`config.mk`:
```
export PLATFORM = sky130hd
export DESIGN_NAME = ccfr_seq
export DESIGN_NICKNAME = d
export VERILOG_FILES = /design/src/design/ccfr_pkg.sv /design/src/design/ccfr_seq.sv
export SDC_FILE = /design/constraint.sdc
export NUM_CORES = 1
export LEC_CHECK = 0
export ABC_AREA = 1
export BUFFER_PORTS_ARGS = -buffer_cell sky130_fd_sc_hd__buf_4
export CORE_AREA = 8 8 45 47
export CTS_CLUSTER_DIAMETER = 80
export DETAILED_ROUTE_END_ITERATION = 10
export DIE_AREA = 0 0 53 55
export GPL_ROUTABILITY_DRIVEN = 0
export PLACE_DENSITY_LB_ADDON = 0.05
export SYNTH_ARGS = -nofsm -noshare
export SYNTH_HDL_FRONTEND = slang
export SYNTH_SLANG_ARGS = --single-unit
```
`constraint.sdc`:
```
create_clock -name clk -period 1.5 [get_ports clk]
set_input_delay 0.075 -clock clk [delete_from_list [all_inputs] [get_ports clk]]
set_output_delay 0.075 -clock clk [all_outputs]
set_load 0.01 [all_outputs]
```
`src/design/ccfr_pkg.sv`:
```
// ----------------------------------------------------------------------------
// ccfr_pkg
// Shared constants, types and the microcode program of the comb filter ring.
// ----------------------------------------------------------------------------
package ccfr_pkg;

  // Defaults for the top-level parameters
  localparam int LINES_DEF       = 4;
  localparam int MAX_DELAY_DEF   = 4096;
  localparam int SAMPLE_BITS_DEF = 24;

  // Register field formats
  localparam int DELAY_BITS = 13;
  localparam int GAIN_BITS  = 16;
  localparam int GAIN_FRAC  = 14;
  localparam int PDATA_BITS = 32;
  localparam logic [DELAY_BITS-1:0] DELAY_RESET = 13'd1024;

  // Program steps
  localparam int STEP_W = 2;
  localparam logic [STEP_W-1:0] STEP_IDLE = 2'd0;
  localparam logic [STEP_W-1:0] STEP_CAP  = 2'd1;
  localparam logic [STEP_W-1:0] STEP_WR   = 2'd2;
  localparam logic [STEP_W-1:0] STEP_FIN  = 2'd3;

  // Jump conditions
  localparam logic [1:0] COND_NEXT     = 2'd0;
  localparam logic [1:0] COND_NO_IN    = 2'd1;
  localparam logic [1:0] COND_NOT_LAST = 2'd2;
  localparam logic [1:0] COND_OUT_BUSY = 2'd3;

  typedef struct packed {
    logic              take;
    logic              cap;
    logic              wr;
    logic              fin;
    logic [1:0]        cond;
    logic [STEP_W-1:0] target;
  } ucode_t;

  // Strobes from the sequencer to the datapath
  typedef struct packed {
    logic take;    // ready for an item, read line zero
    logic accept;  // item taken this cycle
    logic cap;     // capture read data
    logic wr;      // write next line, read it, advance line
    logic fin;     // load result, advance pointer
  } ctrl_t;

  // Status from the datapath to the sequencer
  typedef struct packed {
    logic last_line;
    logic out_busy;
  } stat_t;

  function automatic ucode_t ucode_rom(input logic [STEP_W-1:0] step);
    ucode_t cw;
    cw = '0;
    unique case (step)
      STEP_IDLE: begin
        cw.take   = 1'b1;
        cw.cond   = COND_NO_IN;
        cw.target = STEP_IDLE;
      end
      STEP_CAP: begin
        cw.cap    = 1'b1;
        cw.cond   = COND_NEXT;
        cw.target = STEP_WR;
      end
      STEP_WR: begin
        cw.wr     = 1'b1;
        cw.cond   = COND_NOT_LAST;
        cw.target = STEP_CAP;
      end
      STEP_FIN: begin
        cw.fin    = 1'b1;
        cw.cond   = COND_OUT_BUSY;
        cw.target = STEP_FIN;
      end
    endcase
    return cw;
  endfunction

endpackage

```
`src/design/ccfr_seq.sv`:
```
// ----------------------------------------------------------------------------
// ccfr_seq
// Microcode sequencer: step counter, program ROM and conditional jumps.
// ----------------------------------------------------------------------------
module ccfr_seq
  import ccfr_pkg::*;
(
  input  logic  clk,
  input  logic  rst,
  input  logic  in_valid,
  input  stat_t stat,
  output ctrl_t ctrl,
  output logic  in_ready
);

  logic [STEP_W-1:0] step;
  logic [STEP_W-1:0] step_next;
  ucode_t            cw;
  logic              jump;

  assign cw = ucode_rom(step);

  always_comb begin
    unique case (cw.cond)
      COND_NEXT:     jump = 1'b0;
      COND_NO_IN:    jump = !in_valid;
      COND_NOT_LAST: jump = !stat.last_line;
      COND_OUT_BUSY: jump = stat.out_busy;
    endcase
    step_next = jump ? cw.target : step + STEP_W'(1);
  end

  always_ff @(posedge clk) begin
    if (rst) begin
      step <= STEP_IDLE;
    end else begin
      step <= step_next;
    end
  end

  assign ctrl.take   = cw.take;
  assign ctrl.accept = cw.take & in_valid;
  assign ctrl.cap    = cw.cap;
  assign ctrl.wr     = cw.wr;
  assign ctrl.fin    = cw.fin & !stat.out_busy;
  assign in_ready    = cw.take;

endmodule

```
Yosys cells after proc, flatten, opt, wreduce, memory -nomap -nowiden

Cells that the tools add are included.
W data, S select, Z words.

Output and inout bits: 6
Input bits: 5
Word-level logic and storage cells: 22
Flip-flop bits (word level): 2

Add/sub/neg operators: 1
Bitwise operators: 2
Mux-type cells: 7
Reduce and logical (&&, ||, !) cells: 5
Eq/ne operators: 6

Operator list:

| cell                  | count |
|---|---|
| $pmux W4 S4           | 1 |
| $eq A2 B2 Y1 const B  | 4 |
| $eq A2 B1 Y1 const B  | 2 |
| $logic_not A2 Y1      | 2 |
| $mux W1               | 4 |
| $pmux W1 S4           | 1 |
| $logic_not A1 Y1      | 3 |
| $add A2 B1 Y2 const B | 1 |
| $and A1 B1 Y1         | 2 |
| $mux W2               | 1 |

Depth between registers and ports, before layout

Word-level depth: 5
Depth in mapped cells: 7
Gate-level depth less buffers: 7

Least setup slack after synthesis

Ideal clock, no wire load.

Path type: register -> register
Start point: reg step[0]
End point: reg step[1]
Setup time: 115 ps
Period minus slack after synthesis: 1139 ps
Buffers on the path: 0
Data required time: 1385 ps
Path slack: 361 ps
Arrival time: 1024 ps
Cell stages (with the launch flop): 7
Cell sequence: dfxtp_1 -> inv_1 -> ha_1 -> nand2_1 -> nand3_1 -> a21oi_1 -> nor2_1

Cells in the longest elaborated chain, start to end: 5
Elaborated cells between the ends (all ways): 12
Those cells by class: add/sub: 1; eq/ne: 6; mux: 3; reduce/logical: 2

RTL lines:

| item                                 | RTL line       | text |
|---|---|---|
| from (decl)                          | ccfr_seq.sv:16 | `logic [STEP_W-1:0] step;` |
| from (signal assigned)               | ccfr_seq.sv:37 | `step <= step_next;` |
| $eq A2 B2 Y1 (tied with other cells) | ccfr_pkg.sv:59 | `unique case (step)` |
| $pmux W4 S4                          | ccfr_pkg.sv:59 |  |
| $eq A2 B2 Y1 (tied with other cells) | ccfr_seq.sv:24 | `unique case (cw.cond)` |
| $pmux W1 S4                          | ccfr_seq.sv:24 |  |
| $mux W2 *                            | ccfr_seq.sv:30 | `step_next = jump ? cw.target : step + STEP_W'(1);` |

Every way passes the cells marked *; elsewhere a longest branch is shown, timed or not.
A chain may end at the register's enable or synchronous reset.

Worst setup path in the final report

Same ends and word-level chain as after synthesis.

==> results by group <==
CTS
  • CTS H-tree depth: 1
  • CTS Hold Bufs: 0
  • CTS Root Cell: clkbuf_4
  • Buffer count from post-CTS setup fixing: 0
  • CTS tree: yes
  • Resize count post-CTS: 0
  • Skew-Pair Late Insertion Delay: 0.22 ns
  • CTS buffer count: 3
  • Max clock buf depth: 2
  • Clock transition at the registers of the reported paths: 0.03 ns
  • Clock Sinks: 2

Critical path
  • Crit Path Class: flip-flop to flip-flop
  • Critical path fanouts, max: 4
  • Critical Path End Type: flip-flop
  • Crit-path slowest cell: dfxtp_1
  • Max incr delay on CP: around 0.35 ns
  • Crit path max-delay family: simple AND/OR/NAND/NOR gates
  • CP Cell Sequence: inv_1, ha_1, or2_0, nand3_1, nand2_1, nor2_1
  • Worst Path Required: ~1.7 ns
  • Arrival @ worst endpoint: around 1.4 ns
  • Crit path buffers/inverters: 1
  • CP Launch Type: flip-flop

Global routing
  • Gr usage total: 4.42%
  • Number of global-route vias before repair: between 200 and 250
  • Initial antenna violation count: 0
  • Global-route wire length before repair: 910 um
  • Largest net degree at the start of global routing: 5
  • Gr ovfl total: 0

Yosys
  • Syn avg cell area: about 6.5 um2
  • Count leader, synth: inv_1
  • Synth Instances: 31
  • Yosys top cell area share: approximately 30%
  • Post-Syn Area: between 200 and 250 um2
  • Main synth FF type: dfxtp_1
  • Synth warn: 0
  • Post-synthesis async set-or-reset flop share: 0%
  • Post-synth cell types: 9
  • Sequential-to-total area share from yosys stat: between 10% and 20%
  • #FFs+latches synth: 2
  • Synth top cells by count: 8 x inv_1, 7 x nand2_1, 5 x ha_1
  • Post-synth EDFFs: 0
  • Synth area leader: ha_1
  • Synth Net Count: 41
  • Synth area leaders: ha_1 31%, dfxtp_1 20%, inv_1 15%

Routing
  • Pre-antenna DRT Iters: 2
  • Via count: around 210
  • Vias per cell: between 3 and 4
  • Drt wl/cell: 9.19 um
  • Routed Wire Length: 542 um
  • Initial DRC Count: 2
  • Drt drc: 0
  • Antenna viol nets, final: 0

Floorplanning
  • Die Ht: around 55 um
  • Initial Util: between 10 and 15%
  • Die ar.: just under 0.003 mm2
  • Die width: 53 um
  • Core area: approximately 0.0014 mm2
  • Row Count: 14
  • Num ports: 11

Worst hold path
  • Worst hold path type: input port to flip-flop

Cells and area
  • Share of cells above drive strength 1: between 30% and 40%
  • Fin nets: 55
  • Largest Register: step
  • Layout fillers: between 150 and 200
  • Largest regs: step x2
  • Multi-input gate area: roughly 130 um2
  • # diodes: 0
  • Storage cell area: between 40 and 50 um2
  • Largest register FFs: 2
  • P&R area growth vs syn: 54.3%
  • Non-filler cells, final: roughly 60

STA
  • Unrepaired setup endpoints after global routing: false
  • Slew Viols, Final: 0
  • Slew margin rel.: roughly nine tenths
  • Setup_tns: 0 ns
  • Fmax: 813 MHz
  • Worst-margin pin slew: about 0.16 ns
  • Clock Skews: 0.00152 ns
  • Fraction of the cycle the final worst path needs: 82.0%
  • Final critical-path required period: approximately 1.2 ns
  • Final hold slack: approximately 0.1 ns
  • Final hold vios: 0
  • Final setup fails: 0

Placement
  • Buffers added on ports: 10
  • Post-DP HPWL: 447 um
  • Placed insts: 56

Run
  • Max Cap Violations: 0

Status
  • Status: complete, no violations

Pwr
  • LEAKAGE: 0.000183 uW
  • Power per cell area: about 1700 mW/mm2
  • Max rail drop VDD: about 430 uV
[layout make-up]
class | count | share of cell area (%)
Timing Repair Buffer | 10 | 24.0
Multi-Input combinational cell | 20 | 40.0
Sequential cell | 2 | 12.8
Clock buffer | 3 | 7.20
Inverter | 8 | 9.60
Tap cell | 16 | 6.40
[report_power, final]
part / switching [uW] / internal, uW / total (uW)
sequential: 15.9 / 75.2 / 91.1
clock: 31.2 / 88.3 / 120
combinational: 172 / 147 / 319
[tightest hold or removal path: stages]
cell and delay, ns:
buf_4 0.08, inv_1 0.04, nand2_1 0.06, nor2_1 0.03
[layer usage]
| metal | track usage, % | vias to the layer above | part of all wire [%] |
|---|---|---|---|
| met2 | 6.05 | 9 | 42 |
| met1 | 3.94 | 91 | 40 |
| li1 | - | 112 | - |
| met4 | 5.17 | 0 | 0 |
| met3 | 3.21 | 0 | 18 |
| met5 | 0 | - | 0 |
[final timing paths]
path | startpoint | endpoint | slack, ns | depth (start not counted)
max | step[0] | step[1] | 0.27 | 6
min | rst | step[0] | 0.10 | 4
max reg2reg | step[0] | step[1] | 0.27 | 6
min reg2reg | step[1] | step[0] | 0.63 | 4
[through the flow]
step / area [um2] / worst slack, ns / util, % / power (uW)
finish: 313 / 0.269 / 22.6 / 529
global route: 313 / 0.108 / 22.6 / 593
floorplan: 203 / 0.361 / - / 300
CTS: 313 / 0.242 / 22.6 / 549
global placement: 290 / 0.234 / 21.0 / 422
detailed placement: 290 / 0.252 / 21.0 / 420
[cells by family after synthesis]
group                      count (synthesis)  share of synthesized area, %
AOI/OAI and AO/OA                          1                          2.47
adders and majority gates                  5                          30.9
buffers and inverters                      9                          18.5
DFF                                        2                          19.8
and+or+nand+nor                           14                          28.4
[layout by cell type, fill, tap and decap left out, drive strengths merged]
cell and n:
a21oi 1, buf 10, clkbuf 3, dfxtp 2, ha 5, inv 8
nand2 7, nand3 2, nor2 4, or2 1
No activity file was read; power rests on OpenSTA's default activity.
