--- src/design/ccfr_pkg.sv ---
// ----------------------------------------------------------------------------
// ccfr_pkg
// Shared constants, types and the microcode program of the comb filter ring.
// ----------------------------------------------------------------------------
package ccfr_pkg;

  // Defaults for the top-level parameters
  localparam int LINES_DEF       = 4;
  localparam int MAX_DELAY_DEF   = 4096;
  localparam int SAMPLE_BITS_DEF = 24;

  // Register field formats
  localparam int DELAY_BITS = 13;
  localparam int GAIN_BITS  = 16;
  localparam int GAIN_FRAC  = 14;
  localparam int PDATA_BITS = 32;
  localparam logic [DELAY_BITS-1:0] DELAY_RESET = 13'd1024;

  // Program steps
  localparam int STEP_W = 2;
  localparam logic [STEP_W-1:0] STEP_IDLE = 2'd0;
  localparam logic [STEP_W-1:0] STEP_CAP  = 2'd1;
  localparam logic [STEP_W-1:0] STEP_WR   = 2'd2;
  localparam logic [STEP_W-1:0] STEP_FIN  = 2'd3;

  // Jump conditions
  localparam logic [1:0] COND_NEXT     = 2'd0;
  localparam logic [1:0] COND_NO_IN    = 2'd1;
  localparam logic [1:0] COND_NOT_LAST = 2'd2;
  localparam logic [1:0] COND_OUT_BUSY = 2'd3;

  typedef struct packed {
    logic              take;
    logic              cap;
    logic              wr;
    logic              fin;
    logic [1:0]        cond;
    logic [STEP_W-1:0] target;
  } ucode_t;

  // Strobes from the sequencer to the datapath
  typedef struct packed {
    logic take;    // ready for an item, read line zero
    logic accept;  // item taken this cycle
    logic cap;     // capture read data
    logic wr;      // write next line, read it, advance line
    logic fin;     // load result, advance pointer
  } ctrl_t;

  // Status from the datapath to the sequencer
  typedef struct packed {
    logic last_line;
    logic out_busy;
  } stat_t;

  function automatic ucode_t ucode_rom(input logic [STEP_W-1:0] step);
    ucode_t cw;
    cw = '0;
    unique case (step)
      STEP_IDLE: begin
        cw.take   = 1'b1;
        cw.cond   = COND_NO_IN;
        cw.target = STEP_IDLE;
      end
      STEP_CAP: begin
        cw.cap    = 1'b1;
        cw.cond   = COND_NEXT;
        cw.target = STEP_WR;
      end
      STEP_WR: begin
        cw.wr     = 1'b1;
        cw.cond   = COND_NOT_LAST;
        cw.target = STEP_CAP;
      end
      STEP_FIN: begin
        cw.fin    = 1'b1;
        cw.cond   = COND_OUT_BUSY;
        cw.target = STEP_FIN;
      end
    endcase
    return cw;
  endfunction

endpackage

--- src/design/ccfr_dp.sv ---
// ----------------------------------------------------------------------------
// ccfr_dp
// Datapath: tap addressing, accumulate, feedback multiply, pointer and output.
// ----------------------------------------------------------------------------
module ccfr_dp
  import ccfr_pkg::*;
#(
  parameter int LINES       = LINES_DEF,
  parameter int MAX_DELAY   = MAX_DELAY_DEF,
  parameter int SAMPLE_BITS = SAMPLE_BITS_DEF
) (
  input  logic                                       clk,
  input  logic                                       rst,
  input  ctrl_t                                      ctrl,
  output stat_t                                      stat,
  input  logic [LINES-1:0][DELAY_BITS-1:0]           delay,
  input  logic [LINES-1:0][GAIN_BITS-1:0]            gain,
  input  logic signed [SAMPLE_BITS-1:0]              sample_in,
  output logic                                       out_valid,
  input  logic                                       out_ready,
  output logic signed [SAMPLE_BITS-1:0]              sample_out,
  output logic                                       ram_we,
  output logic [$clog2(LINES*MAX_DELAY)-1:0]         ram_waddr,
  output logic [SAMPLE_BITS-1:0]                     ram_wdata,
  output logic                                       ram_re,
  output logic [$clog2(LINES*MAX_DELAY)-1:0]         ram_raddr,
  input  logic [SAMPLE_BITS-1:0]                     ram_rdata
);

  localparam int SB     = SAMPLE_BITS;
  localparam int LINE_W = $clog2(LINES);
  localparam int PW     = $clog2(MAX_DELAY);
  localparam int EW     = $clog2(MAX_DELAY + 1);
  localparam int CW     = (DELAY_BITS > EW) ? DELAY_BITS : EW;
  localparam int AW     = $clog2(LINES * MAX_DELAY);
  localparam int PB     = SB + GAIN_BITS;

  localparam logic [EW:0]             MAXD_E  = (EW + 1)'(MAX_DELAY);
  localparam logic [CW-1:0]           MAXD_C  = CW'(MAX_DELAY);
  localparam logic [EW-1:0]           MAXD_F  = EW'(MAX_DELAY);
  localparam logic signed [PB:0]      RND     = (PB + 1)'(1) << (GAIN_FRAC - 1);
  localparam logic signed [SB-1:0]    SMAX    = {1'b0, {(SB - 1){1'b1}}};
  localparam logic signed [SB-1:0]    SMIN    = {1'b1, {(SB - 1){1'b0}}};

  logic                  [LINE_W-1:0] line;
  logic                  [LINE_W-1:0] dst;
  logic                  [LINE_W-1:0] rd_line;
  logic                  [PW-1:0]     wp;
  logic                  [EW-1:0]     fill;
  logic signed           [SB-1:0]     x;
  logic signed           [SB-1:0]     acc;
  logic signed           [PB-1:0]     prod;
  logic                               rd_ok;

  logic                  [CW-1:0]     d_ext;
  logic                  [EW-1:0]     d_eff;
  logic                  [EW:0]       wrap_add;
  logic                  [EW:0]       off_sum;
  logic                  [PW-1:0]     off;

  logic signed           [SB-1:0]     tap;
  logic signed           [SB:0]       acc_sum;
  logic signed           [SB-1:0]     acc_sat;
  logic signed           [PB:0]       rnd;
  logic signed           [SB+2:0]     fb;
  logic signed           [SB+3:0]     wsum;
  logic signed           [SB-1:0]     wsat;

  // Line ring: the line after the last is line zero
  assign dst     = (line == LINE_W'(LINES - 1)) ? '0 : line + LINE_W'(1);
  assign rd_line = ctrl.wr ? dst : line;

  // Effective delay of the line being read
  always_comb begin
    d_ext = CW'(delay[rd_line]);
    if (d_ext == '0) begin
      d_eff = EW'(1);
    end else if (d_ext > MAXD_C) begin
      d_eff = MAXD_F;
    end else begin
      d_eff = EW'(d_ext);
    end
  end

  assign wrap_add = (EW'(wp) >= d_eff) ? '0 : MAXD_E;
  assign off_sum  = {1'b0, EW'(wp)} + wrap_add - {1'b0, d_eff};
  assign off      = off_sum[PW-1:0];

  assign ram_re    = ctrl.take | ctrl.wr;
  assign ram_raddr = AW'(rd_line) * AW'(MAX_DELAY) + AW'(off);

  // Capture: unwritten words read as zero
  assign tap     = rd_ok ? $signed(ram_rdata) : '0;
  assign acc_sum = {acc[SB-1], acc} + {tap[SB-1], tap};
  always_comb begin
    if (acc_sum[SB] != acc_sum[SB-1]) begin
      acc_sat = acc_sum[SB] ? SMIN : SMAX;
    end else begin
      acc_sat = acc_sum[SB-1:0];
    end
  end

  // Write: round half up, drop the fraction, add the input, saturate
  assign rnd  = {prod[PB-1], prod} + RND;
  assign fb   = rnd[PB:GAIN_FRAC];
  assign wsum = {{4{x[SB-1]}}, x} + {fb[SB+2], fb};
  always_comb begin
    if (!((&wsum[SB+3:SB-1]) || !(|wsum[SB+3:SB-1]))) begin
      wsat = wsum[SB+3] ? SMIN : SMAX;
    end else begin
      wsat = wsum[SB-1:0];
    end
  end

  assign ram_we    = ctrl.wr;
  assign ram_waddr = AW'(dst) * AW'(MAX_DELAY) + AW'(wp);
  assign ram_wdata = wsat;

  always_ff @(posedge clk) begin
    if (ram_re) begin
      rd_ok <= (fill >= d_eff);
    end
    if (ctrl.accept) begin
      x   <= sample_in;
      acc <= '0;
    end
    if (ctrl.cap) begin
      acc  <= acc_sat;
      prod <= $signed(gain[dst]) * tap;
    end
    if (ctrl.fin) begin
      sample_out <= acc;
    end
  end

  always_ff @(posedge clk) begin
    if (rst) begin
      line      <= '0;
      wp        <= '0;
      fill      <= '0;
      out_valid <= 1'b0;
    end else begin
      if (ctrl.wr) begin
        line <= dst;
      end
      if (ctrl.fin) begin
        wp <= (wp == PW'(MAX_DELAY - 1)) ? '0 : wp + PW'(1);
        if (fill != MAXD_F) begin
          fill <= fill + EW'(1);
        end
        out_valid <= 1'b1;
      end else if (out_ready) begin
        out_valid <= 1'b0;
      end
    end
  end

  assign stat.last_line = (line == LINE_W'(LINES - 1));
  assign stat.out_busy  = out_valid & !out_ready;

`ifndef SYNTHESIS
  a_fin_room: assert property (@(posedge clk) disable iff (rst)
    ctrl.fin |-> (!out_valid || out_ready))
    else $error("result loaded over an untaken one");
  a_fin_valid: assert property (@(posedge clk) disable iff (rst)
    ctrl.fin |=> out_valid)
    else $error("result not shown after finish");
  a_fill_bound: assert property (@(posedge clk) disable iff (rst)
    fill <= MAXD_F)
    else $error("fill count beyond delay depth");
  a_wp_hold: assert property (@(posedge clk) disable iff (rst)
    !ctrl.fin |=> $stable(wp))
    else $error("write pointer moved outside finish");
  a_line_zero: assert property (@(posedge clk) disable iff (rst)
    ctrl.accept |-> (line == '0))
    else $error("item taken with line counter off zero");
`endif

endmodule

--- config.mk ---
export PLATFORM = sky130hd
export DESIGN_NAME = ccfr_dp
export DESIGN_NICKNAME = d
export VERILOG_FILES = /design/src/design/ccfr_pkg.sv /design/src/design/ccfr_dp.sv
export SDC_FILE = /design/constraint.sdc
export NUM_CORES = 1
export LEC_CHECK = 0
export ABC_AREA = 1
export ABC_CLOCK_PERIOD_IN_PS = 14000
export BUFFER_PORTS_ARGS = -buffer_cell sky130_fd_sc_hd__buf_4
export CORE_AREA = 2 2 249 251
export CTS_BUF_LIST = sky130_fd_sc_hd__clkbuf_8
export DETAILED_ROUTE_END_ITERATION = 10
export DIE_AREA = 0 0 251 253
export PLACE_DENSITY_LB_ADDON = 0.05
export REMOVE_ABC_BUFFERS = 1
export SLEW_MARGIN = 20
export SYNTH_ARGS = -nofsm -noshare
export SYNTH_HDL_FRONTEND = slang
export SYNTH_SLANG_ARGS = --single-unit
--- constraint.sdc ---
create_clock -name clk -period 14 [get_ports clk]
set_input_delay 1.4 -clock clk [delete_from_list [all_inputs] [get_ports clk]]
set_output_delay 1.4 -clock clk [all_outputs]
set_load 0.03 [all_outputs]
* After elaboration in Yosys (flattened, before gate mapping)
Cells that the tools add are included.
** Storage, ports and cells
- Flip-flop bits (word level) :: 141
- Bits of input ports :: 172
- Output and inout port bits :: 81
- Word-level logic and storage cells :: 57
** Cells by class
- $add $sub $neg :: 10
- Multiply operators :: 1
- Magnitude comparators :: 4
- Eq/ne operators :: 4
- Muxes and demuxes :: 18
- Bitwise logic cells :: 2
- Reductions and logical operators :: 9
** Operators with widths (number)
- $mux W24 :: 7
- $add A40 B15 Y41 const B :: 1
- $mul A16 B24 Y40 :: 1
- $mux W13 :: 3
- $bmux W16 S2 :: 1
- $add A14 B12 Y14 :: 2
- $add A24 B27 Y28 :: 1
- $bmux W13 S2 :: 1
- $add A24 B24 Y25 :: 1
- $mux W16 :: 1
- $add A13 B1 Y13 const B :: 1
- $ge A13 B13 Y1 :: 1
- $gt A13 B13 Y1 const B :: 1
- $logic_not A13 Y1 :: 1
- $ne A13 B13 Y1 const B :: 1
- $add A12 B1 Y12 const B :: 1
- $add A12 B12 Y12 const B :: 1
- $eq A12 B12 Y1 const B :: 1
- $mux W12 :: 1
- $sub A12 B12 Y12 :: 1
- $lt A2 B3 Y1 const B :: 2
- $reduce_and A5 Y1 :: 1
- $reduce_or A5 Y1 :: 1
- $mux W2 :: 2
- other kinds (10) :: 13

* Depth between registers and ports, before layout
Gate-level depths: netlist of run 1.
- Depth in word-level cells :: 10
- Depth in mapped cells :: 35
- Mapped depth without buffers :: 32

* Least setup slack after synthesis of run 1
No wires, ideal clock.
- Kind :: in2reg
- Start :: input port gain[49] (netlist bit)
- End :: register prod[30] (data pin)
- Setup time :: 252 ps
- Data arrival time :: 6567 ps
- Data required time :: 13748 ps
- Path slack :: 7181 ps
- Stages :: 27
- Path buffers :: 1
- Cells stage by stage :: nand2_1 > nand3_2 > nand2_4 > inv_1 > clkbuf_1 > nand2_1 > fa_1 > inv_1 > fa_1 > inv_1 > fa_1 > inv_1 > fa_1 > fa_1 > inv_1 > fa_1 > inv_1 > ha_1 > nand2_1 > nor2_1 > inv_1 > nor2_1 > nand4_1 > o21ai_2 > nand3_1 > nand3_1 > nand2_1
** On the way
- Word-level cells in the longest chain between the ends :: 3
** RTL lines
- from (decl) :: line ccfr_dp.sv:17 : input logic [LINES-1:0][GAIN_BITS-1:0] gain,
- $bmux W16 S2 :: line ccfr_dp.sv:129 : prod <= $signed(gain[dst]) * tap;
- $mux W16 (not written as such) :: line ccfr_dp.sv:129
- $mul A16 B24 Y40 :: line ccfr_dp.sv:129
- to (signal assigned) :: line ccfr_dp.sv:129
- to (decl) :: line ccfr_dp.sv:52 : logic signed [PB-1:0] prod;
Every way passes these cells. The select of a mux whose other input is x is not followed.
A chain may end at the register's enable or synchronous reset.

* Worst setup path after layout of run 1
- Start :: register line[0]
- End :: register prod[39] (data pin)
** On the way
- Word-level cells in the longest chain between the ends :: 5
- Elaborated cells on any way between the ends :: 6
- Classes of those cells :: add/sub (1); mul (1); eq/ne (1); mux (3)
** RTL lines
- from (decl) :: line ccfr_dp.sv:45 : logic [LINE_W-1:0] line;
- from (signal assigned) :: line ccfr_dp.sv:144 : line <= dst;
- $add A2 B1 Y2 / $eq A2 B2 Y1 (equally long branches) :: line ccfr_dp.sv:70 : assign dst = (line == LINE_W'(LINES - 1)) ? '0 : line + LINE_W'(1);
- $mux W2 * :: line ccfr_dp.sv:70
- $bmux W16 S2 * :: line ccfr_dp.sv:129
- $mux W16 (not written as such) * :: line ccfr_dp.sv:129
- $mul A16 B24 Y40 * :: line ccfr_dp.sv:129
Every way passes the cells marked *; elsewhere a longest branch is shown, timed or not. The select of a mux whose other input is x is not followed.

==> results.sh, run 1 <==
export IMPL_layout_common_cells="nand2_1 (660), inv_1 (651), fa_1 (376), nor2_1 (325), buf_4 (265)"
export IMPL_r2r_slack_ps=5840
export IMPL_overflow=0
export IMPL_insertion_delay_ps=560
export IMPL_p_leak_uw=0.0136
export IMPL_post_route_drc_count=0
export IMPL_final_hold_violation_count=0
export IMPL_syn_inst=3072
export IMPL_r2r_end="prod[39]"
export IMPL_place_congestion=0.916
export IMPL_hold_class="flop to flop"
export IMPL_worst_setup_path_type="flop to flop"
export IMPL_maxCapViolations=0
export IMPL_die_h_um=253
export IMPL_core_rowCount=91
export IMPL_slowest_stage="nor2_4"
export IMPL_io_pin_count=253
export IMPL_endpoint="prod[39]"
export IMPL_layout_commonest_cell="nand2_1"
export IMPL_period_share_pct=58.3
export IMPL_reg2reg_depth=26
export IMPL_areaGrowthSynthToFinish_pct=12.4
export IMPL_die_w_um=251
export IMPL_required_ps=14320
export IMPL_fin_tns_setup_ps=0
export IMPL_wirelength_um=77800
export IMPL_num_fill_cells=6379
export IMPL_finClkSkew_ps=20.4
export IMPL_cp_start_kind="flop"
export IMPL_rsz0062_at_grt="no"
export IMPL_arrival_ps=8480
export IMPL_grt_max_degree=50
export IMPL_cp_max_fo=34
export IMPL_max_stage_delay_ps=640
export IMPL_layout_nets=4006
export IMPL_min_period_ps=8160
export IMPL_place_hpwl_um=65800
export IMPL_synth_ff_latch_count=128
export IMPL_peakVddDrop_mv=0.166
export IMPL_vias_per_cell=5.09
export IMPL_htree_levels=4
export IMPL_power_per_cell_area_nw_per_um2=235
export IMPL_grt_usage_pct=25.5
export IMPL_initial_core_util_pct=39.5
export IMPL_cts_sinks=128
export IMPL_ys_async_sr_fraction_pct=0
export IMPL_grt_pass1_wl_um=124000
export IMPL_crit_start="line[0]"
export IMPL_vias=20800
export IMPL_place_area_um2=26700
export IMPL_wl_per_cell_um=19.0
export IMPL_ctsHoldBuffers=0
export IMPL_design_area_um2=27100
export IMPL_max_freq_mhz=122
export IMPL_whs_ps=469
export IMPL_core_um2=61000
export IMPL_firstDrtPassIters=5
export IMPL_grt_pass1_vias=22000
export IMPL_multi_input_area_um2=17600
export IMPL_root_buffer="clkbuf_8"
export IMPL_avgSynthCellArea_um2=7.85
export IMPL_postCtsSetupRepairBufs=0
export IMPL_drive_gt1_share_pct=11.6
export IMPL_crit_top_cell="inv_1"
export IMPL_synth_ff_type="edfxtp_1"
export IMPL_clock_path_buffers=2
export IMPL_preCtsSetupSlack_ps=5750
export IMPL_outcome="finished, final reports clean"
export IMPL_ys_seq_area_share_pct=14.8
export IMPL_final_util_pct=44.4
export IMPL_r2r_start="line[0]"
export IMPL_first_iter_violations=1491
export IMPL_path_clk_slew_ps=100
export IMPL_tightest_slew_ps=1120
export IMPL_die_area_um2=63500
export IMPL_synth_edf_count=100
export IMPL_cts_tree="done"
export IMPL_synth_area_um2=24100
export IMPL_yosysWarnings=0
export IMPL_synth_cell_types=61
export IMPL_finalSetupViolations=0
export IMPL_fin_ws_ps=5840
export IMPL_regArea_um2=3560
export IMPL_port_buffers=252
export IMPL_crit_path_end_kind="flop"
export IMPL_cts_made_buffers=17
export IMPL_grt_antenna_before_repair=1
export IMPL_drv_slew=0
export IMPL_ant_nets=0
export IMPL_cts_repair_resized=0
export IMPL_maxSlewHeadroom_pct=25.3
==> cell type report <==
type	count	share of cell area, %
Inverter	667	9.25
Timing Repair Buffer	265	7.34
Sequential cell	128	13.1
Antenna cell	1	0.00923
Clock inverter	15	0.669
Multi-Input combinational cell	2204	65.1
Tap cell	790	3.65
Clock buffer	17	0.863
==> through the flow <==
step	instances	total power, uW
3_5_place_dp	4054	6020
3_3_place_gp	4054	6030
4_1_cts	4086	6410
2_1_floorplan	2999	4410
6_report	4087	6370
5_1_grt	4087	7140
==> kinds of logic after synthesis <==
group | share of synthesized area, %
compound gates | 7.37
buf+inv | 12.1
flops | 14.8
xor+xnor | 3.92
simple gates | 21.6
fa+ha+maj | 40.3
==> synth_stat cells (3+ instances only) <==
cell | instances | area share (%)
nand2_1 | 660 | 10
inv_1 | 651 | 10
fa_1 | 376 | 31
nor2_1 | 325 | 5.1
ha_1 | 175 | 9.1
a21oi_1 | 141 | 2.9
nand3_1 | 112 | 2.3
edfxtp_1 | 100 | 12
xor2_1 | 76 | 2.8
o21ai_0 | 69 | 1.4
nor3_1 | 39 | 0.81
nand2_2 | 37 | 0.96
clkbuf_1 | 35 | 0.54
xnor2_1 | 32 | 1.2
dfxtp_1 | 28 | 2.3
nand4_1 | 27 | 0.70
buf_2 | 23 | 0.48
a21o_1 | 16 | 0.50
a31oi_1 | 11 | 0.29
o21bai_1 | 11 | 0.34
o21ai_1 | 10 | 0.21
clkinv_1 | 9 | 0.14
nand3_2 | 8 | 0.33
o21a_1 | 8 | 0.25
buf_6 | 7 | 0.33
nor4_1 | 7 | 0.18
a211oi_1 | 6 | 0.19
inv_2 | 6 | 0.093
o22ai_1 | 6 | 0.16
a21boi_0 | 5 | 0.16
buf_4 | 5 | 0.16
o21ai_2 | 5 | 0.18
nor2_2 | 3 | 0.078
o31ai_1 | 3 | 0.093
or2_2 | 3 | 0.078
==> worst min path at each step <==
stage | start | to | slack (ps) | depth (start not counted)
2_1_floorplan | acc[0] | sample_out[0] | 430 | 0
3_3_place_gp | acc[2] | sample_out[2] | 440 | 0
3_5_place_dp | acc[2] | sample_out[2] | 450 | 0
4_1_cts | acc[2] | sample_out[2] | 470 | 0
5_1_grt | acc[2] | sample_out[2] | 480 | 0
6_report | acc[2] | sample_out[2] | 470 | 0
==> report_power, final <==
part           internal (uW)  switching [uW]
Sequential               649            77.0
Combinational           1840            3450
Clock                    152             208
Total                   2640            3730
==> per-layer routing <==
metal  routed length (um)  GRT usage (%)  vias to the layer above
met5                    0              0                        -
met4                 2410           8.62                        0
met3                 4370           3.55                      114
met2                36400           42.5                      596
met1                34600           34.3                    10300
li1                     -              -                     9839
==> flip-flops by register name, summed over array words and instances (netlist names) <==
| signal | count |
|---|---|
| out_valid | 1 |
| wp | 12 |
| prod | 27 |
| sample_out | 24 |
| fill | 13 |
| line | 2 |
| rd_ok | 1 |
| acc | 24 |
| x | 24 |
==> critical path: cells and delay by family, from the launching register on <==
kind	cells	cell delay, ps
buffers and inverters	7	1070
AND/OR/NAND/NOR	11	2360
flip-flops	1	370
adder cells (fa/ha/maj)	8	4120
No activity file was read; power rests on OpenSTA's default activity.
==> run 2: changes to the inputs <==
--- a/config.mk
+++ b/config.mk
@@ -5,13 +5,13 @@
 export SDC_FILE = /design/constraint.sdc
 export NUM_CORES = 1
 export LEC_CHECK = 0
-export ABC_AREA = 1
-export ABC_CLOCK_PERIOD_IN_PS = 14000
+export ABC_AREA = 0
+export ABC_CLOCK_PERIOD_IN_PS = 7100
 export BUFFER_PORTS_ARGS = -buffer_cell sky130_fd_sc_hd__buf_4
-export CORE_AREA = 2 2 249 251
+export CORE_AREA = 2 2 240 242
 export CTS_BUF_LIST = sky130_fd_sc_hd__clkbuf_8
 export DETAILED_ROUTE_END_ITERATION = 10
-export DIE_AREA = 0 0 251 253
+export DIE_AREA = 0 0 242 244
 export PLACE_DENSITY_LB_ADDON = 0.05
 export REMOVE_ABC_BUFFERS = 1
 export SLEW_MARGIN = 20
==> constraint.sdc (replaced) <==
create_clock -name clk -period 7.1 [get_ports clk]
set_input_delay 0.71 -clock clk [delete_from_list [all_inputs] [get_ports clk]]
set_output_delay 0.71 -clock clk [all_outputs]
set_load 0.03 [all_outputs]
==> results.sh, run 2 <==
export IMPL_outcome="finished with violations"
export IMPL_violations="negative setup slack"
export IMPL_core_rowCount=87
export IMPL_synth_cell_types=70
export IMPL_yosysWarnings=0
export IMPL_overflow=0
export IMPL_ys_async_sr_fraction_pct=0
export IMPL_final_util_pct=49.3
export IMPL_grt_antenna_before_repair=2
export IMPL_maxCapViolations=0
export IMPL_largest_register_ffs=27
export IMPL_p_total_uw=13000
export IMPL_place_hpwl_um=58200
export IMPL_arrival_ps=7410
export IMPL_fin_ws_ps=-8.30
export IMPL_crit_path_end_kind="flop"
export IMPL_initial_core_util_pct=39.8
export IMPL_layout_common_cells="inv_1 (462), buf_4 (438), fa_1 (351), nand2_1 (322), nor2_1 (194)"
export IMPL_peakVddDrop_mv=0.513
export IMPL_avgSynthCellArea_um2=9.12
export IMPL_die_area_um2=59000
export IMPL_finalSetupViolations=1
export IMPL_drive_gt1_share_pct=23.5
export IMPL_grt_pass1_vias=19600
export IMPL_ys_seq_area_share_pct=15.9
export IMPL_grt_max_degree=34
export IMPL_grt_pass1_wl_um=108000
export IMPL_post_route_drc_count=0
export IMPL_clock_path_buffers=2
export IMPL_max_flop_register="prod"
export IMPL_synth_edf_count=100
export IMPL_tightest_slew_ps=927
export IMPL_areaGrowthSynthToFinish_pct=24.1
export IMPL_vias_per_cell=5.02
export IMPL_p_leak_uw=0.0134
export IMPL_cts_made_buffers=17
export IMPL_cp_max_fo=6
export IMPL_cts_sinks=128
export IMPL_root_buffer="clkbuf_8"
export IMPL_power_per_cell_area_nw_per_um2=469
export IMPL_synth_common_cells="inv_1 (481), fa_1 (376), nand2_1 (335)"
export IMPL_period_share_pct=100
export IMPL_layout_commonest_cell="inv_1"
export IMPL_htree_levels=4
export IMPL_syn_inst=2449
export IMPL_wirelength_um=68100
export IMPL_synth_area_um2=22300
export IMPL_grt_usage_pct=23.8
export IMPL_finClkSkew_ps=27.7
export IMPL_synth_top_cell_by_area="fa_1"
export IMPL_core_um2=56200
export IMPL_layout_nets=3582
export IMPL_rsz0062_at_grt="yes"
export IMPL_cp_start_kind="flop"
export IMPL_final_hold_violation_count=0
export IMPL_drv_slew=0
export IMPL_synth_area_leaders="fa_1 (34%), edfxtp_1 (13%), ha_1 (9.8%), inv_1 (8.1%), nand2_1 (5.6%)"
export IMPL_ant_nets=0
export IMPL_io_pin_count=253
export IMPL_synth_ff_type="edfxtp_1"
export IMPL_die_w_um=242
export IMPL_maxSlewHeadroom_pct=36.9
export IMPL_firstDrtPassIters=8
export IMPL_first_iter_violations=861
export IMPL_whs_ps=322
export IMPL_insertion_delay_ps=570
export IMPL_cts_tree="done"
export IMPL_vias=18200
export IMPL_die_h_um=244
export IMPL_synth_top_cell_area_share_pct=33.7
export IMPL_wl_per_cell_um=18.8
export IMPL_path_clk_slew_ps=90
export IMPL_hold_class="input pin to flop"
export IMPL_min_period_ps=7110
export IMPL_place_congestion=0.907
export IMPL_synth_ff_latch_count=128
export IMPL_port_buffers=252
export IMPL_yosysMostFrequentCell="inv_1"
export IMPL_required_ps=7400
export IMPL_max_freq_mhz=141
export IMPL_worst_setup_path_type="flop to flop"
-- run 2: cell count changes after synthesis, moves of 24 or more --
cell      previous run  this run
a21o_1              16        50
nand3_1            112        44
clkbuf_1            35        67
xnor2_1             32        79
inv_1              651       481
nor3_1              39        15
nand2_2             37         0
nor2_1             325       197
nand2_1            660       335
a21oi_1            141        98
xor2_1              76        50
and2_1               0        40
-- run 2: critical path, stage by stage, from the launching register on --
cell,delay (ps)
dfxtp_2,340
ha_4,150
or2_4,320
inv_8,110
mux4_2,660
buf_6,190
nand2_4,60
fa_1,450
fa_2,610
fa_2,450
inv_2,70
fa_2,460
fa_1,490
inv_1,50
fa_1,470
inv_1,60
ha_4,260
and3_4,170
buf_4,100
a21o_1,160
nor4_4,40
buf_4,160
o31a_1,330
o21a_2,260
o211ai_2,220
a21oi_2,90
xnor2_1,120
-- run 2: cells by family (layout without fill, tap and decap cells) --
family,count (synthesis),count (layout),synth area share (%)
flip-flops,128,128,15.9
XOR/XNOR,129,129,5.06
multiplexers,30,30,2.44
AO/OA/AOI/OAI,319,319,9.08
adder cells (fa/ha/maj),551,551,43.5
buffers and inverters,563,986,9.57
other,0,2,0
AND/OR/NAND/NOR,729,729,14.4
-- run 2: power by group --
group / internal (uW) / leakage [uW] / total [uW] / switching (uW)
combinational: 5020 / 0.0120 / 11000 / 5980
clock: 285 / 0.000183 / 661 / 376
sequential: 1230 / 0.00124 / 1350 / 128
-- run 2: through the flow --
stage / setup slack [ps] / setup TNS, ps / instance area [um2] / std cells
detailed placement: -290 / -4090 / 26400 / 3566
floorplan: -1020 / -18720 / 22000 / 2372
global placement: -186 / -2340 / 26400 / 3566
CTS: -12.6 / -18.8 / 27000 / 3606
finish: -8.30 / -8.30 / 27700 / 3630
global route: -210 / -1870 / 27700 / 3630
-- run 2: final cells by class --
class,count,area [um2]
Inverter,486,1830
Antenna cell,2,5.00
Clock inverter,15,146
Timing Repair inverter,2,27.5
Tap cell,756,946
Sequential cell,128,3570
Multi-Input combinational cell,1758,17200
Fill cell,5509,28500
Clock buffer,17,234
Timing Repair Buffer,466,3710
-- run 2: worst paths after layout --
check        slack (ps)     startpoint       endpoint  cells past startpoint
max                  -8        line[1]       prod[28]                     26
min                 320  sample_in[12]          x[12]                      1
max reg2reg          -8        line[1]       prod[28]                     26
min reg2reg         470         acc[8]  sample_out[8]                      0
-- run 2: metal layers --
layer	up-vias	global-route usage [%]	part of all wire [%]
li1	8587	-	-
met1	9254	30.2	44
met2	321	42.9	51
met3	65	2.80	3.1
met4	0	6.45	2.4
met5	-	0	0
-- run 2: repair_timing --
item | CTS | global route
setup endpoints to repair | 20 | 23
pin swaps | 25 | 82
gates resized for setup | 62 | 119
gates cloned | 2 | 1
buffers inserted | 6 | 23
hold buffers | 0 | 0
==> run 3: changes to the inputs <==
--- a/config.mk
+++ b/config.mk
@@ -8,10 +8,10 @@
 export ABC_AREA = 0
 export ABC_CLOCK_PERIOD_IN_PS = 7100
 export BUFFER_PORTS_ARGS = -buffer_cell sky130_fd_sc_hd__buf_4
-export CORE_AREA = 2 2 240 242
+export CORE_AREA = 2 2 256 258
 export CTS_BUF_LIST = sky130_fd_sc_hd__clkbuf_8
 export DETAILED_ROUTE_END_ITERATION = 10
-export DIE_AREA = 0 0 242 244
+export DIE_AREA = 0 0 258 260
 export PLACE_DENSITY_LB_ADDON = 0.05
 export REMOVE_ABC_BUFFERS = 1
 export SLEW_MARGIN = 20
==> results.sh, run 3 (same netlist as run 2, synthesis figures left out) <==
export IMPL_core_rowCount=93
export IMPL_drive_gt1_share_pct=24.4
export IMPL_peakVddDrop_mv=0.474
export IMPL_die_h_um=260
export IMPL_cp_max_fo=6
export IMPL_violations="negative setup slack"
export IMPL_wirelength_um=72200
export IMPL_required_ps=7390
export IMPL_final_hold_violation_count=0
export IMPL_crit_path_end_kind="flop"
export IMPL_path_clk_slew_ps=90
export IMPL_finalSetupViolations=2
export IMPL_place_hpwl_um=60700
export IMPL_rsz0062_at_grt="yes"
export IMPL_max_flop_register="prod"
export IMPL_cts_sinks=128
export IMPL_port_buffers=252
export IMPL_ant_nets=0
export IMPL_layout_commonest_cell="inv_1"
export IMPL_post_route_drc_count=0
export IMPL_max_freq_mhz=140
export IMPL_tightest_slew_ps=745
export IMPL_largest_register_ffs=27
export IMPL_grt_antenna_before_repair=1
export IMPL_maxSlewHeadroom_pct=50.3
export IMPL_place_congestion=0.910
export IMPL_fin_ws_ps=-23.3
export IMPL_vias=18500
export IMPL_arrival_ps=7410
export IMPL_areaGrowthSynthToFinish_pct=26.0
export IMPL_cts_tree="done"
export IMPL_htree_levels=4
export IMPL_first_iter_violations=957
export IMPL_insertion_delay_ps=560
export IMPL_die_area_um2=67100
export IMPL_firstDrtPassIters=5
export IMPL_core_um2=64100
export IMPL_grt_pass1_wl_um=115000
export IMPL_stdcell_count=3748
export IMPL_outcome="finished with violations"
export IMPL_min_period_ps=7120
export IMPL_initial_core_util_pct=34.8
export IMPL_die_w_um=258
export IMPL_cp_start_kind="flop"
export IMPL_grt_usage_pct=22.5
export IMPL_finClkSkew_ps=17.2
export IMPL_dp_cells=3656
export IMPL_worst_setup_path_type="flop to flop"
export IMPL_hold_class="input pin to flop"
export IMPL_preCtsSetupSlack_ps=-377
export IMPL_clock_path_buffers=2
export IMPL_power_per_cell_area_nw_per_um2=462
export IMPL_grt_pass1_vias=20300
export IMPL_period_share_pct=100
export IMPL_ctsHoldBuffers=0
export IMPL_whs_ps=334
export IMPL_vias_per_cell=4.93
export IMPL_p_total_uw=13000
export IMPL_root_buffer="clkbuf_8"
export IMPL_maxCapViolations=0
export IMPL_layout_nets=3602
export IMPL_drv_slew=0
export IMPL_p_leak_uw=0.0136
export IMPL_wl_per_cell_um=19.3
export IMPL_cts_made_buffers=17
export IMPL_final_util_pct=43.9
export IMPL_grt_max_degree=34
export IMPL_io_pin_count=253
export IMPL_layout_common_cells="inv_1 (458), buf_4 (435), fa_1 (351), nand2_1 (317), nor2_1 (187)"
export IMPL_overflow=0
run 3: power breakdown:
part	internal [uW]	switching (uW)
Clock	279	375
Combinational	5030	5990
Sequential	1230	111
Total	6530	6470
run 3: layout make-up:
class	instances	area (um2)
clock inverters	15	139
fillers	6432	36000
diodes	1	2.50
flip-flops and latches	128	3570
well taps	855	1070
repair buffers	487	4010
multi-input cells	1758	17300
repair inverters	1	7.51
clock buffers	17	234
inverters	486	1830
run 3: worst paths after layout:
check                             startpoint       endpoint  slack, ps  depth (start not counted)
worst max-delay path                 line[0]       prod[34]        -20                         26
worst min-delay path            sample_in[1]           x[1]        330                          1
worst max register to register       line[0]       prod[34]        -20                         26
worst min register to register        acc[3]  sample_out[3]        480                          0
run 3: timing repair:
action	4_1_cts	5_1_grt
cloned	2	0
gates resized for setup	88	134
buffers inserted	37	25
setup endpoints to repair	20	24
pin swaps	60	118
run 3: per-stage QoR:
stage | area [um2] | TNS [ps]
global placement | 26500 | -2270
finish | 28200 | -28.2
global route | 28200 | -2810
detailed placement | 26500 | -3590
CTS | 27500 | -1220
floorplan | 22000 | -18720
run 3: critical path: stages (launching register included):
cell,delay (ps)
dfxtp_2,350
ha_4,160
or2_4,270
clkinvlp_4,120
buf_6,100
mux4_2,540
buf_6,170
buf_8,130
and2_4,150
fa_1,480
fa_1,570
fa_2,490
fa_1,520
fa_1,530
inv_2,40
fa_1,520
inv_2,50
ha_4,250
nand2_4,70
nor2_4,30
a221o_1,400
a31oi_2,230
a21oi_2,100
buf_4,140
a31o_4,230
a21oi_2,150
xnor2_1,90
run 3: per-layer routing:
metal  global-route usage (%)  share of wire [%]  vias up
met5                        0                  0        -
met4                     5.84                2.3        0
met3                     2.51                3.2       75
met2                     41.7                 52      334
met1                     27.7                 42     9434
li1                         -                  -     8626
